<file path="src/sv/bhp_pkg.sv">
`timescale 1ns / 1ps
// Shared types and constants for the BMP header parser.
package bhp_pkg;

  localparam int unsigned PAL_ENTRIES_DEF = 256;
  localparam int unsigned POS_W           = 6;

  localparam logic [15:0] BMP_SIGNATURE = 16'h4D42;
  localparam logic [POS_W-1:0] HDR_LAST_POS = POS_W'(53);

  localparam logic [POS_W-1:0] SIG_BASE = POS_W'(0);
  localparam logic [POS_W-1:0] SIG_END  = POS_W'(1);
  localparam logic [POS_W-1:0] OFF_BASE = POS_W'(10);
  localparam logic [POS_W-1:0] OFF_END  = POS_W'(13);
  localparam logic [POS_W-1:0] WID_BASE = POS_W'(18);
  localparam logic [POS_W-1:0] WID_END  = POS_W'(21);
  localparam logic [POS_W-1:0] HGT_BASE = POS_W'(22);
  localparam logic [POS_W-1:0] HGT_END  = POS_W'(25);
  localparam logic [POS_W-1:0] PLN_BASE = POS_W'(26);
  localparam logic [POS_W-1:0] PLN_END  = POS_W'(27);
  localparam logic [POS_W-1:0] DEP_BASE = POS_W'(28);
  localparam logic [POS_W-1:0] DEP_END  = POS_W'(29);
  localparam logic [POS_W-1:0] CMP_BASE = POS_W'(30);
  localparam logic [POS_W-1:0] CMP_END  = POS_W'(33);
  localparam logic [POS_W-1:0] COL_BASE = POS_W'(46);
  localparam logic [POS_W-1:0] COL_END  = POS_W'(49);

  localparam logic [15:0] DEPTH_1BPP  = 16'd1;
  localparam logic [15:0] DEPTH_4BPP  = 16'd4;
  localparam logic [15:0] DEPTH_8BPP  = 16'd8;
  localparam logic [15:0] DEPTH_24BPP = 16'd24;
  localparam logic [15:0] DEPTH_WORD  = 16'd32;
  localparam logic [15:0] ONE_PLANE   = 16'd1;

  typedef enum logic [2:0] {
    PH_HEADER  = 3'd0,
    PH_PALETTE = 3'd1,
    PH_PAD     = 3'd2,
    PH_DONE    = 3'd3,
    PH_ERROR   = 3'd4
  } phase_t;

  typedef enum logic [2:0] {
    ERR_NONE        = 3'd0,
    ERR_SIGNATURE   = 3'd1,
    ERR_PLANES      = 3'd2,
    ERR_COMPRESSED  = 3'd3,
    ERR_DEPTH       = 3'd4,
    ERR_PAL_CORRUPT = 3'd5,
    ERR_PAL_BIG     = 3'd6
  } err_t;

  typedef struct packed {
    logic               header_done;
    logic [2:0]         error_code;
    logic signed [31:0] image_width;
    logic signed [31:0] image_height;
    logic [15:0]        bits_per_pixel;
    logic [31:0]        pixel_offset;
    logic               entry_valid;
    logic [7:0]         entry_index;
    logic [7:0]         entry_red;
    logic [7:0]         entry_green;
    logic [7:0]         entry_blue;
  } res_t;

  function automatic logic [1:0] lane_of(input logic [POS_W-1:0] pos,
                                         input logic [POS_W-1:0] base);
    lane_of = 2'(pos - base);
  endfunction

endpackage

</file>
<file path="src/sv/bhp_core.sv">
`timescale 1ns / 1ps
// Parser state, field capture, header checks and palette entry assembly.
module bhp_core #(
  parameter int unsigned PALETTE_ENTRIES = bhp_pkg::PAL_ENTRIES_DEF
) (
  input  logic          clk,
  input  logic          rst_n,
  input  logic          take,
  input  logic [7:0]    data_byte,
  input  logic          file_start,
  output bhp_pkg::res_t res
);

  localparam int unsigned CNT_W = $clog2(PALETTE_ENTRIES + 1);

  bhp_pkg::phase_t    phase_r, phase_c, phase_nxt;
  bhp_pkg::err_t      err_r, err_c, err_nxt;
  logic [31:0]        count_r, count_c, count_nxt;
  logic [15:0]        sig_r, sig_c, sig_nxt;
  logic [31:0]        off_r, off_c, off_nxt;
  logic [31:0]        wid_r, wid_c, wid_nxt;
  logic [31:0]        hgt_r, hgt_c, hgt_nxt;
  logic [15:0]        pln_r, pln_c, pln_nxt;
  logic [15:0]        dep_r, dep_c, dep_nxt;
  logic [31:0]        cmp_r, cmp_c, cmp_nxt;
  logic [31:0]        col_r, col_c, col_nxt;
  logic [CNT_W-1:0]   cnt_r, cnt_c, cnt_nxt;
  logic [CNT_W-1:0]   lim_r, lim_c, lim_nxt;
  logic [1:0]         epos_r, epos_c, epos_nxt;
  logic [7:0]         blue_r, blue_nxt;
  logic [7:0]         green_r, green_nxt;
  logic [7:0]         red_r, red_nxt;
  logic [31:0]        col_eff;
  logic [bhp_pkg::POS_W-1:0] pos;

  function automatic bhp_pkg::phase_t off_check(input logic [31:0] cnt,
                                                input logic [31:0] off);
    if (cnt > off) off_check = bhp_pkg::PH_ERROR;
    else if (cnt == off) off_check = bhp_pkg::PH_DONE;
    else off_check = bhp_pkg::PH_PAD;
  endfunction

  always_comb begin
    if (file_start) begin
      phase_c = bhp_pkg::PH_HEADER;
      err_c   = bhp_pkg::ERR_NONE;
      count_c = '0;
      sig_c   = '0;
      off_c   = '0;
      wid_c   = '0;
      hgt_c   = '0;
      pln_c   = '0;
      dep_c   = '0;
      cmp_c   = '0;
      col_c   = '0;
      cnt_c   = '0;
      lim_c   = '0;
      epos_c  = '0;
    end else begin
      phase_c = phase_r;
      err_c   = err_r;
      count_c = count_r;
      sig_c   = sig_r;
      off_c   = off_r;
      wid_c   = wid_r;
      hgt_c   = hgt_r;
      pln_c   = pln_r;
      dep_c   = dep_r;
      cmp_c   = cmp_r;
      col_c   = col_r;
      cnt_c   = cnt_r;
      lim_c   = lim_r;
      epos_c  = epos_r;
    end
  end

  always_comb begin
    phase_nxt = phase_c;
    err_nxt   = err_c;
    count_nxt = (count_c == '1) ? count_c : count_c + 32'd1;
    sig_nxt   = sig_c;
    off_nxt   = off_c;
    wid_nxt   = wid_c;
    hgt_nxt   = hgt_c;
    pln_nxt   = pln_c;
    dep_nxt   = dep_c;
    cmp_nxt   = cmp_c;
    col_nxt   = col_c;
    cnt_nxt   = cnt_c;
    lim_nxt   = lim_c;
    epos_nxt  = epos_c;
    blue_nxt  = blue_r;
    green_nxt = green_r;
    red_nxt   = red_r;
    pos       = count_c[bhp_pkg::POS_W-1:0];
    col_eff   = col_c;
    res       = '0;

    unique case (phase_c)
      bhp_pkg::PH_HEADER: begin
        case (pos) inside
          [bhp_pkg::SIG_BASE:bhp_pkg::SIG_END]:
            sig_nxt[{pos[0], 3'b000} +: 8] = data_byte;
          [bhp_pkg::OFF_BASE:bhp_pkg::OFF_END]:
            off_nxt[{bhp_pkg::lane_of(pos, bhp_pkg::OFF_BASE), 3'b000} +: 8] = data_byte;
          [bhp_pkg::WID_BASE:bhp_pkg::WID_END]:
            wid_nxt[{bhp_pkg::lane_of(pos, bhp_pkg::WID_BASE), 3'b000} +: 8] = data_byte;
          [bhp_pkg::HGT_BASE:bhp_pkg::HGT_END]:
            hgt_nxt[{bhp_pkg::lane_of(pos, bhp_pkg::HGT_BASE), 3'b000} +: 8] = data_byte;
          [bhp_pkg::PLN_BASE:bhp_pkg::PLN_END]:
            pln_nxt[{pos[0], 3'b000} +: 8] = data_byte;
          [bhp_pkg::DEP_BASE:bhp_pkg::DEP_END]:
            dep_nxt[{pos[0], 3'b000} +: 8] = data_byte;
          [bhp_pkg::CMP_BASE:bhp_pkg::CMP_END]:
            cmp_nxt[{bhp_pkg::lane_of(pos, bhp_pkg::CMP_BASE), 3'b000} +: 8] = data_byte;
          [bhp_pkg::COL_BASE:bhp_pkg::COL_END]:
            col_nxt[{bhp_pkg::lane_of(pos, bhp_pkg::COL_BASE), 3'b000} +: 8] = data_byte;
          default: ;
        endcase
        if (col_nxt == '0) begin
          col_eff = (dep_nxt < bhp_pkg::DEPTH_WORD) ? (32'd1 << dep_nxt[4:0]) : 32'd0;
        end else begin
          col_eff = col_nxt;
        end
        if (pos == bhp_pkg::HDR_LAST_POS) begin
          if (sig_nxt != bhp_pkg::BMP_SIGNATURE) begin
            err_nxt   = bhp_pkg::ERR_SIGNATURE;
            phase_nxt = bhp_pkg::PH_ERROR;
          end else if (pln_nxt != bhp_pkg::ONE_PLANE) begin
            err_nxt   = bhp_pkg::ERR_PLANES;
            phase_nxt = bhp_pkg::PH_ERROR;
          end else if (cmp_nxt != '0) begin
            err_nxt   = bhp_pkg::ERR_COMPRESSED;
            phase_nxt = bhp_pkg::PH_ERROR;
          end else if (dep_nxt == bhp_pkg::DEPTH_1BPP || dep_nxt == bhp_pkg::DEPTH_4BPP ||
                       dep_nxt == bhp_pkg::DEPTH_24BPP) begin
            err_nxt   = bhp_pkg::ERR_DEPTH;
            phase_nxt = bhp_pkg::PH_ERROR;
          end else if (dep_nxt == bhp_pkg::DEPTH_8BPP) begin
            if (col_eff > 32'(PALETTE_ENTRIES)) begin
              err_nxt   = bhp_pkg::ERR_PAL_BIG;
              phase_nxt = bhp_pkg::PH_ERROR;
            end else begin
              phase_nxt = bhp_pkg::PH_PALETTE;
              cnt_nxt   = '0;
              epos_nxt  = '0;
              lim_nxt   = col_eff[CNT_W-1:0];
            end
          end else begin
            phase_nxt = off_check(count_nxt, off_nxt);
            if (phase_nxt == bhp_pkg::PH_ERROR) err_nxt = bhp_pkg::ERR_PAL_CORRUPT;
            res.header_done = (phase_nxt == bhp_pkg::PH_DONE);
          end
        end
      end
      bhp_pkg::PH_PALETTE: begin
        epos_nxt = epos_c + 2'd1;
        case (epos_c)
          2'd0: blue_nxt  = data_byte;
          2'd1: green_nxt = data_byte;
          2'd2: red_nxt   = data_byte;
          default: begin
            res.entry_valid = 1'b1;
            res.entry_index = 8'(cnt_c);
            res.entry_red   = red_r;
            res.entry_green = green_r;
            res.entry_blue  = blue_r;
            cnt_nxt = cnt_c + CNT_W'(1);
            if (cnt_nxt >= lim_c) begin
              phase_nxt = off_check(count_nxt, off_c);
              if (phase_nxt == bhp_pkg::PH_ERROR) err_nxt = bhp_pkg::ERR_PAL_CORRUPT;
              res.header_done = (phase_nxt == bhp_pkg::PH_DONE);
            end
          end
        endcase
      end
      bhp_pkg::PH_PAD: begin
        if (count_nxt >= off_c) begin
          phase_nxt       = bhp_pkg::PH_DONE;
          res.header_done = 1'b1;
        end
      end
      default: ;
    endcase

    res.error_code     = err_nxt;
    res.image_width    = wid_nxt;
    res.image_height   = hgt_nxt;
    res.bits_per_pixel = dep_nxt;
    res.pixel_offset   = off_nxt;
  end

  always_ff @(posedge clk) begin
    if (!rst_n) begin
      phase_r <= bhp_pkg::PH_HEADER;
      err_r   <= bhp_pkg::ERR_NONE;
      count_r <= '0;
      sig_r   <= '0;
      off_r   <= '0;
      wid_r   <= '0;
      hgt_r   <= '0;
      pln_r   <= '0;
      dep_r   <= '0;
      cmp_r   <= '0;
      col_r   <= '0;
      cnt_r   <= '0;
      lim_r   <= '0;
      epos_r  <= '0;
    end else if (take) begin
      phase_r <= phase_nxt;
      err_r   <= err_nxt;
      count_r <= count_nxt;
      sig_r   <= sig_nxt;
      off_r   <= off_nxt;
      wid_r   <= wid_nxt;
      hgt_r   <= hgt_nxt;
      pln_r   <= pln_nxt;
      dep_r   <= dep_nxt;
      cmp_r   <= cmp_nxt;
      col_r   <= col_nxt;
      cnt_r   <= cnt_nxt;
      lim_r   <= lim_nxt;
      epos_r  <= epos_nxt;
    end
  end

  always_ff @(posedge clk) begin
    if (take) begin
      blue_r  <= blue_nxt;
      green_r <= green_nxt;
      red_r   <= red_nxt;
    end
  end

  a_err_phase: assert property (@(posedge clk) disable iff (!rst_n)
    (phase_r == bhp_pkg::PH_ERROR) == (err_r != bhp_pkg::ERR_NONE))
    else $error("error code and error phase disagree");

  a_epos_palette: assert property (@(posedge clk) disable iff (!rst_n)
    epos_r != 2'd0 |-> phase_r == bhp_pkg::PH_PALETTE)
    else $error("entry byte position left nonzero outside palette");

  a_cnt_limit: assert property (@(posedge clk) disable iff (!rst_n)
    phase_r == bhp_pkg::PH_PALETTE |-> cnt_r < lim_r)
    else $error("palette counter reached limit inside palette phase");

  a_done_phase: assert property (@(posedge clk) disable iff (!rst_n)
    take && res.header_done |=> phase_r == bhp_pkg::PH_DONE &&
      err_r == bhp_pkg::ERR_NONE)
    else $error("header done without entering done phase");

endmodule

</file>
<file path="src/sv/bhp_obuf.sv">
`timescale 1ns / 1ps
// Result register with one skid entry for the output channel.
module bhp_obuf (
  input  logic          clk,
  input  logic          rst_n,
  input  logic          push,
  input  bhp_pkg::res_t push_data,
  output logic          full,
  output logic          out_valid,
  input  logic          out_stall,
  output bhp_pkg::res_t out_data
);

  logic          main_v_r, main_v_nxt;
  logic          skid_v_r, skid_v_nxt;
  bhp_pkg::res_t main_d_r, skid_d_r;
  logic          pop;
  logic          load_main, load_skid, move_skid;

  assign pop       = main_v_r && !out_stall;
  assign full      = skid_v_r;
  assign out_valid = main_v_r;
  assign out_data  = main_d_r;

  always_comb begin
    main_v_nxt = main_v_r;
    skid_v_nxt = skid_v_r;
    load_main  = 1'b0;
    load_skid  = 1'b0;
    move_skid  = 1'b0;
    if (skid_v_r) begin
      if (pop) begin
        move_skid  = 1'b1;
        skid_v_nxt = 1'b0;
      end
    end else if (push) begin
      if (!main_v_r || pop) begin
        load_main  = 1'b1;
        main_v_nxt = 1'b1;
      end else begin
        load_skid  = 1'b1;
        skid_v_nxt = 1'b1;
      end
    end else if (pop) begin
      main_v_nxt = 1'b0;
    end
  end

  always_ff @(posedge clk) begin
    if (!rst_n) begin
      main_v_r <= 1'b0;
      skid_v_r <= 1'b0;
    end else begin
      main_v_r <= main_v_nxt;
      skid_v_r <= skid_v_nxt;
    end
  end

  always_ff @(posedge clk) begin
    if (move_skid) main_d_r <= skid_d_r;
    else if (load_main) main_d_r <= push_data;
    if (load_skid) skid_d_r <= push_data;
  end

  a_skid_main: assert property (@(posedge clk) disable iff (!rst_n)
    skid_v_r |-> main_v_r)
    else $error("skid entry held while result register empty");

  a_skid_drain: assert property (@(posedge clk) disable iff (!rst_n)
    skid_v_r && !out_stall |=> main_v_r && !skid_v_r)
    else $error("skid entry not moved into result register");

endmodule

</file>
<file path="src/sv/bmp_header_parser.sv">
`timescale 1ns / 1ps
// Top level of the byte-serial BMP header parser.
// A result is registered in the output stage's result register, or in its skid entry when that is busy.
// Throughput: one byte per cycle while in_stall is low; the state update is a single registered pass.
// A two-entry output stage (result register plus skid entry) absorbs out_stall.
// Reset (rst_n low, synchronous) clears parser state, but not the colour hold registers, to the header phase.
// in_file_start clears the parse state before its byte is taken.
module bmp_header_parser #(
  parameter int unsigned PALETTE_ENTRIES = bhp_pkg::PAL_ENTRIES_DEF
) (
  input  logic               clk,
  input  logic               rst_n,
  input  logic               in_valid,
  output logic               in_stall,
  input  logic [7:0]         in_data_byte,
  input  logic               in_file_start,
  output logic               out_valid,
  input  logic               out_stall,
  output logic               out_header_done,
  output logic [2:0]         out_error_code,
  output logic signed [31:0] out_image_width,
  output logic signed [31:0] out_image_height,
  output logic [15:0]        out_bits_per_pixel,
  output logic [31:0]        out_pixel_offset,
  output logic               out_entry_valid,
  output logic [7:0]         out_entry_index,
  output logic [7:0]         out_entry_red,
  output logic [7:0]         out_entry_green,
  output logic [7:0]         out_entry_blue
);

  logic          take;
  logic          full;
  bhp_pkg::res_t res;
  bhp_pkg::res_t out_res;

  assign in_stall = full;
  assign take     = in_valid && !full;

  bhp_core #(
    .PALETTE_ENTRIES(PALETTE_ENTRIES)
  ) u_core (
    .clk       (clk),
    .rst_n     (rst_n),
    .take      (take),
    .data_byte (in_data_byte),
    .file_start(in_file_start),
    .res       (res)
  );

  bhp_obuf u_obuf (
    .clk      (clk),
    .rst_n    (rst_n),
    .push     (take),
    .push_data(res),
    .full     (full),
    .out_valid(out_valid),
    .out_stall(out_stall),
    .out_data (out_res)
  );

  assign out_header_done    = out_res.header_done;
  assign out_error_code     = out_res.error_code;
  assign out_image_width    = out_res.image_width;
  assign out_image_height   = out_res.image_height;
  assign out_bits_per_pixel = out_res.bits_per_pixel;
  assign out_pixel_offset   = out_res.pixel_offset;
  assign out_entry_valid    = out_res.entry_valid;
  assign out_entry_index    = out_res.entry_index;
  assign out_entry_red      = out_res.entry_red;
  assign out_entry_green    = out_res.entry_green;
  assign out_entry_blue     = out_res.entry_blue;

endmodule

</file>
<file path="config.mk">
export PLATFORM = sky130hd
export DESIGN_NAME = bmp_header_parser
export DESIGN_NICKNAME = d
export VERILOG_FILES = /design/src/sv/bhp_pkg.sv /design/src/sv/bhp_core.sv /design/src/sv/bhp_obuf.sv /design/src/sv/bmp_header_parser.sv
export SDC_FILE = /design/constraint.sdc
export NUM_CORES = 1
export LEC_CHECK = 0
export BUFFER_PORTS_ARGS = -buffer_cell sky130_fd_sc_hd__buf_2
export CAP_MARGIN = 0
export CORE_ASPECT_RATIO = 0.7
export CORE_MARGIN = 5
export CORE_UTILIZATION = 66
export DETAILED_ROUTE_END_ITERATION = 8
export PLACE_DENSITY = 0.85
export SLEW_MARGIN = 20
export SYNTH_ARGS = -nofsm -noshare
export SYNTH_HDL_FRONTEND = slang
export SYNTH_SLANG_ARGS = --single-unit
</file>
<file path="constraint.sdc">
create_clock -name clk -period 24 [get_ports clk]
set_clock_uncertainty 0.2 [all_clocks]
set_input_delay 2.4 -clock clk [delete_from_list [all_inputs] [get_ports clk]]
set_output_delay 2.4 -clock clk [all_outputs]
set_load 0.05 [all_outputs]
</file>
# Word level (Yosys, flattened, before mapping)
# Cells that the tools add are included.
# classes
add_sub_neg	14
mux	165
bitwise_logic	1
shifts	13
n_eq_ne	19
n_reduce_logical	27
n_lt_le_gt_ge	22
# ops
cell	count
$mux W32	42
$mux W16	21
$mux W149	2
$mux W9	18
$bwmux W32	5
$shift A8 B7 Y32 const A	5
$shiftx A8 B7 Y32	5
$mux W3	35
$mux W33	2
$eq A32 B32 Y1	2
$gt A32 B32 Y1	2
$bwmux W16	3
$neg A5 Y7	5
$add A32 B1 Y32 const B	1
$eq A32 B32 Y1 const B	1
$ge A32 B32 Y1	1
$gt A32 B9 Y1 const B	1
$logic_not A32 Y1	1
$reduce_bool A32 Y1	1
$shl A1 B5 Y32 const A	1
$ge A6 B5 Y1 const B	5
$le A6 B5 Y1 const B	4
$mux W1	24
$pmux W9 S2	1
41 further kinds	73
# totals
wordCells	302
reg_bits	590
out_inout_bits	151
input_bits	13

# Depth between registers and ports, before layout
# depth
depth_word	31
ltp_mapped	25

# Modules after synthesis
# A second synthesis with hierarchy kept.
# unflattened
hier_cells	2672
hier_area_um2	29493.3
# modules_own_cells
module	instances	area_per_inst_um2	cells_each	seq_area_each_um2
bhp_core	1	18210.0	2194	6045.8
bhp_obuf	1	11269.6	477	8988.6
bmp_header_parser	1	13.8	1	0.0

# Worst setup path after synthesis
# OpenSTA, ideal clock, no wires.
# synth_timing
path_type	input to register
from	input port in_valid
to	register u_obuf.main_d_r, in the netlist u_obuf.out_data[0], enable pin
stages	7
setup_ns	0.706
slack_ns	12.174
arrival_ns	10.920
n_path_buf	4
path_cell_list	nor2b_1 -> clkbuf_1 -> clkbuf_1 -> buf_1 -> clkbuf_1 -> a21oi_1 -> a21oi_1
# synth_via
elab_chain_len	4
# synth_rtl
element	line	source
from (decl)	bmp_header_parser.sv:13	input logic in_valid,
$logic_and A1 B1 Y1	bmp_header_parser.sv:38	assign take = in_valid && !full;
$mux W1	bhp_obuf.sv:36	end else if (push) begin
$mux W1	bhp_obuf.sv:31	if (skid_v_r) begin
$reduce_bool A2 Y1 (no source line)	n/a	
to (signal assigned)	bhp_obuf.sv:60	if (move_skid) main_d_r <= skid_d_r;
to (signal assigned)	bhp_obuf.sv:61	else if (load_main) main_d_r <= push_data;
to (decl)	bhp_obuf.sv:16	bhp_pkg::res_t main_d_r, skid_d_r;
# Every way passes these cells.
# A chain may end at the register's enable or synchronous reset.

==> results.ini <==
[run_status]
outcome = finished, final reports clean

[routing]
drt-vias-per-instance = 6.62
dr_total_vias = 23700
routedWlPerCell_um = 23.2
ant_nets = 0
wl_met3_um = 10300
highest_layer = met4
route.met2.wl_um = 35600
drc = 0
routed_wl_um = 83100
drtIter0Drc = 3435
firstDrtPassIters = 8
wl_met1_um = 35300

[pwr]
share_comb_of_total_power_pct = 10.8
power_uw = 2230
irDropWorstVdd_mv = 0.0658
netSwitchingFraction_pct = 26.5
leakage_uw = 0.0122
p_seq_share_pct = 50.1
switchingPower_uw = 590
power.share.clock_pct = 39.1
power_density_mw_per_mm2 = 71.1
internal_power_uw = 1640

[cells_and_area]
drive_above_1_share_pct = 12.9
nNetsFinal = 3084
antenna_cells = 0
area_growth_pct = 9.71

[timing]
max_slew_margin_pct = 24.0
finalHoldViolations = 0
hold_ws_ps = 250
setup_viol = 0
fin_ws_ps = 15630
fin_crit_ps = 8370
grt_setup_unrepaired = no
drv_slew = 0
worst-slew-pin-transition_ps = 1130
setup_tns_ps = 0
period_share_pct = 34.9
max_clock_freq_mhz = 119

[worst_setup_path]
slowest_stage = buf_4
cp.depth = 20
end_kind = flip-flop
cp-endpoint = u_obuf.out_data[146]$_DFFE_PP_
crit_fanout = 75
r2r-start = u_core.count_r[1]$_SDFFE_PN0P_
crit_start = in_file_start
cp.required_ps = 24150
crit_chain = buf_4, buf_4, nand2b_1, ha_1, inv_1, nand2_1, a21oi_1, nor4bb_1, buf_4, nand2_1, mux2i_1, ha_1, and4_1, nor4bb_1, o221ai_1, a41oi_1, a21oi_1, a2111oi_0, o31ai_1, mux2_2
worstSetupPathType = in -> reg
reg2reg_slack_ps = 17620
crit_buf_inv = 4
arrival_ps = 8520
start_kind = input port
r2r-end = u_obuf.out_data[146]$_DFFE_PP_
worstRegToRegCells = 15
cpMostUsedCell = buf_4
cp_slowest_stage_delay_ps = 710
critical-path-top-delay-family = simple AND/OR/NAND/NOR gates

[logic_synthesis]
yosysWarnings = 0
synth_edf_count = 322
synthesis.nets = 3042
async_reset_ff_share_pct = 0
synth_cells = 2947
synth.distinct_cells = 89
synth_top_area_share_pct = 33.9
yosysSeqAreaShare_pct = 52.7
ys.flop_type = edfxtp_1
synth_top_area_cell = edfxtp_1
synth_area_leaders = edfxtp_1, dfxtp_1, nor2_1
synthesis.area_mm2 = 0.0285
synth_area_per_cell_um2 = 9.68
synth-seq-cells = 590

[floorplanning]
die_area_mm2 = 0.0476
start_util_pct = 67.0
die_height_um = 184
io_pins = 164
coreArea_mm2 = 0.0426
die_w_um = 259
std_cell_rows = 63

[clock_tree]
cts-root-buf = clkbuf_16
cts_sinks = 590
clock_latency_ps = 590
cts_setup_buffers = 0
cts_made_buffers = 52
cts_buffer_depth = 3
htreeDepth = 2
clk_pin_slew_ps = 70
cts_hold_buf = 0
post_cts_resized = 0
cts_tree = done

[global_route]
grt_max_degree = 98
antenna_found_initial = 0
grt_pass1_wl_um = 128000
gr-total-overflow = 0
grt_pass1_vias = 22300
grt.total_usage_pct = 33.9

[place]
globalplace.congestion = 1.01
place_ws_ps = 15160
portBuffers = 163
dp_hpwl_um = 57100

[run]
drv_cap = 0

[min_path]
hold_path.class = reg -> reg

## cell usage after synthesis, drive strengths merged, types with 10 or more instances
cell type and n:
clkbuf 174, mux2i 35, nor4 24, a21oi 163, inv 76, o21a 12, nand3 71, or2 12
dfxtp 268, a22o 44, nor2b 55, xor2 15, nor3b 12, nor2 468, a211oi 43, nor3 59
o21ai 105, nand4 24, and2 54, and3 42, a22oi 157, xnor2 20, o211ai 13, ha 82
buf 34, and4 10, a21o 10, nand2 320, a31oi 18, mux2 67, a41oi 11, nand2b 12
or3 15, edfxtp 322
## routing by layer
| metal | vias to the layer above | track usage (%) |
|---|---|---|
| li1 | 10700 | - |
| met3 | 181 | 8.75 |
| met2 | 1465 | 50.2 |
| met1 | 11400 | 50.7 |
| met5 | - | 0 |
| met4 | 0 | 7.92 |
## state kept, by name, indices dropped and copies added, names as in the netlist
register	count
u_obuf.full	1
u_obuf.skid_d_r	149
u_core.sig_r	16
u_core.dep_r	16
u_core.err_r	3
u_core.hgt_r	32
u_core.cmp_r	32
u_core.red_r	8
u_core.pln_r	16
u_core.wid_r	32
u_core.off_r	32
u_obuf.out_valid	1
u_obuf.out_data	149
u_core.lim_r	9
u_core.count_r	32
u_core.phase_r	3
u_core.cnt_r	9
u_core.col_r	32
u_core.green_r	8
u_core.blue_r	8
u_core.epos_r	2
## worst min-delay path by stage
stage,from,end,depth (start not counted)
after floorplan,u_core.lim_r[0]$_SDFFE_PN0P_,u_core.lim_r[0]$_SDFFE_PN0P_,2
after global placement,u_core.off_r[13]$_SDFFE_PN0P_,u_core.off_r[13]$_SDFFE_PN0P_,2
after detailed placement,u_core.off_r[12]$_SDFFE_PN0P_,u_core.off_r[12]$_SDFFE_PN0P_,2
after CTS,u_core.off_r[12]$_SDFFE_PN0P_,u_core.off_r[12]$_SDFFE_PN0P_,2
after global routing,u_core.off_r[12]$_SDFFE_PN0P_,u_core.off_r[12]$_SDFFE_PN0P_,2
final,u_core.off_r[2]$_SDFFE_PN0P_,u_core.off_r[2]$_SDFFE_PN0P_,2
## worst register-to-register path, cell delays in order (launching register included)
cell and delay, ps:
dfxtp_1 860, and3_1 410, and4_1 320, nor4b_2 670, nand2b_1 270, or4b_2 680
o21ai_0 180, ha_1 220, nand4_1 100, nor4bb_1 470, o221ai_1 210, a41oi_1 470
a21oi_1 180, a2111oi_0 420, o31ai_1 170, mux2_2 310
## cells by family (layout without fill, tap and decap cells)
group,after synthesis,count (layout),share of synthesized area [%]
AOI/OAI and AO/OA,639,639,15.0
xor gates and xnor gates,35,35,1.07
adders and majority gates,82,82,3.60
buffers and inverters,284,370,3.92
DFF,590,590,52.7
muxes,102,102,3.87
and+or+nand+nor,1215,1215,19.8
## area by class of cell
cell class	instances	area [um2]
Sequential cell	590	15000
Multi-Input combinational cell	2073	12400
Fill cell	3020	11300
Clock buffer	72	1510
Timing Repair Buffer	196	1070
Tap cell	552	691
Inverter	76	290
Clock inverter	26	268
## metrics by stage
| stage | std cells | area [um2] | utilization [%] |
|---|---|---|---|
| global placement | 3487 | 29500 | 69.3 |
| global route | 3585 | 31300 | 73.5 |
| detailed placement | 3487 | 29500 | 69.3 |
| finish | 3585 | 31300 | 73.5 |
| floorplan | 2947 | 28500 | - |
| CTS | 3585 | 31300 | 73.5 |
## layout by cell type, fill, tap and decap left out, types with 44 or more instances in the layout
master,instances
nor3_1,59
ha_1,82
dfxtp_1,268
nand2_1,319
a22oi_1,157
nor2_1,466
o21ai_0,83
mux2_2,67
edfxtp_1,322
a21oi_1,157
nand3_1,71
inv_1,74
a22o_1,44
nor2b_1,54
clkbuf_16,56
and2_1,52
buf_2,162
## power by group through the flow
stage	clock network (uW)	registers, uW	logic [uW]
6_report	871	1110	241
5_1_grt	923	1120	254
4_1_cts	876	1110	237
3_5_place_dp	0	1140	235
3_3_place_gp	0	1130	231
2_1_floorplan	0	1210	102
No activity file was read; power rests on OpenSTA's default activity.
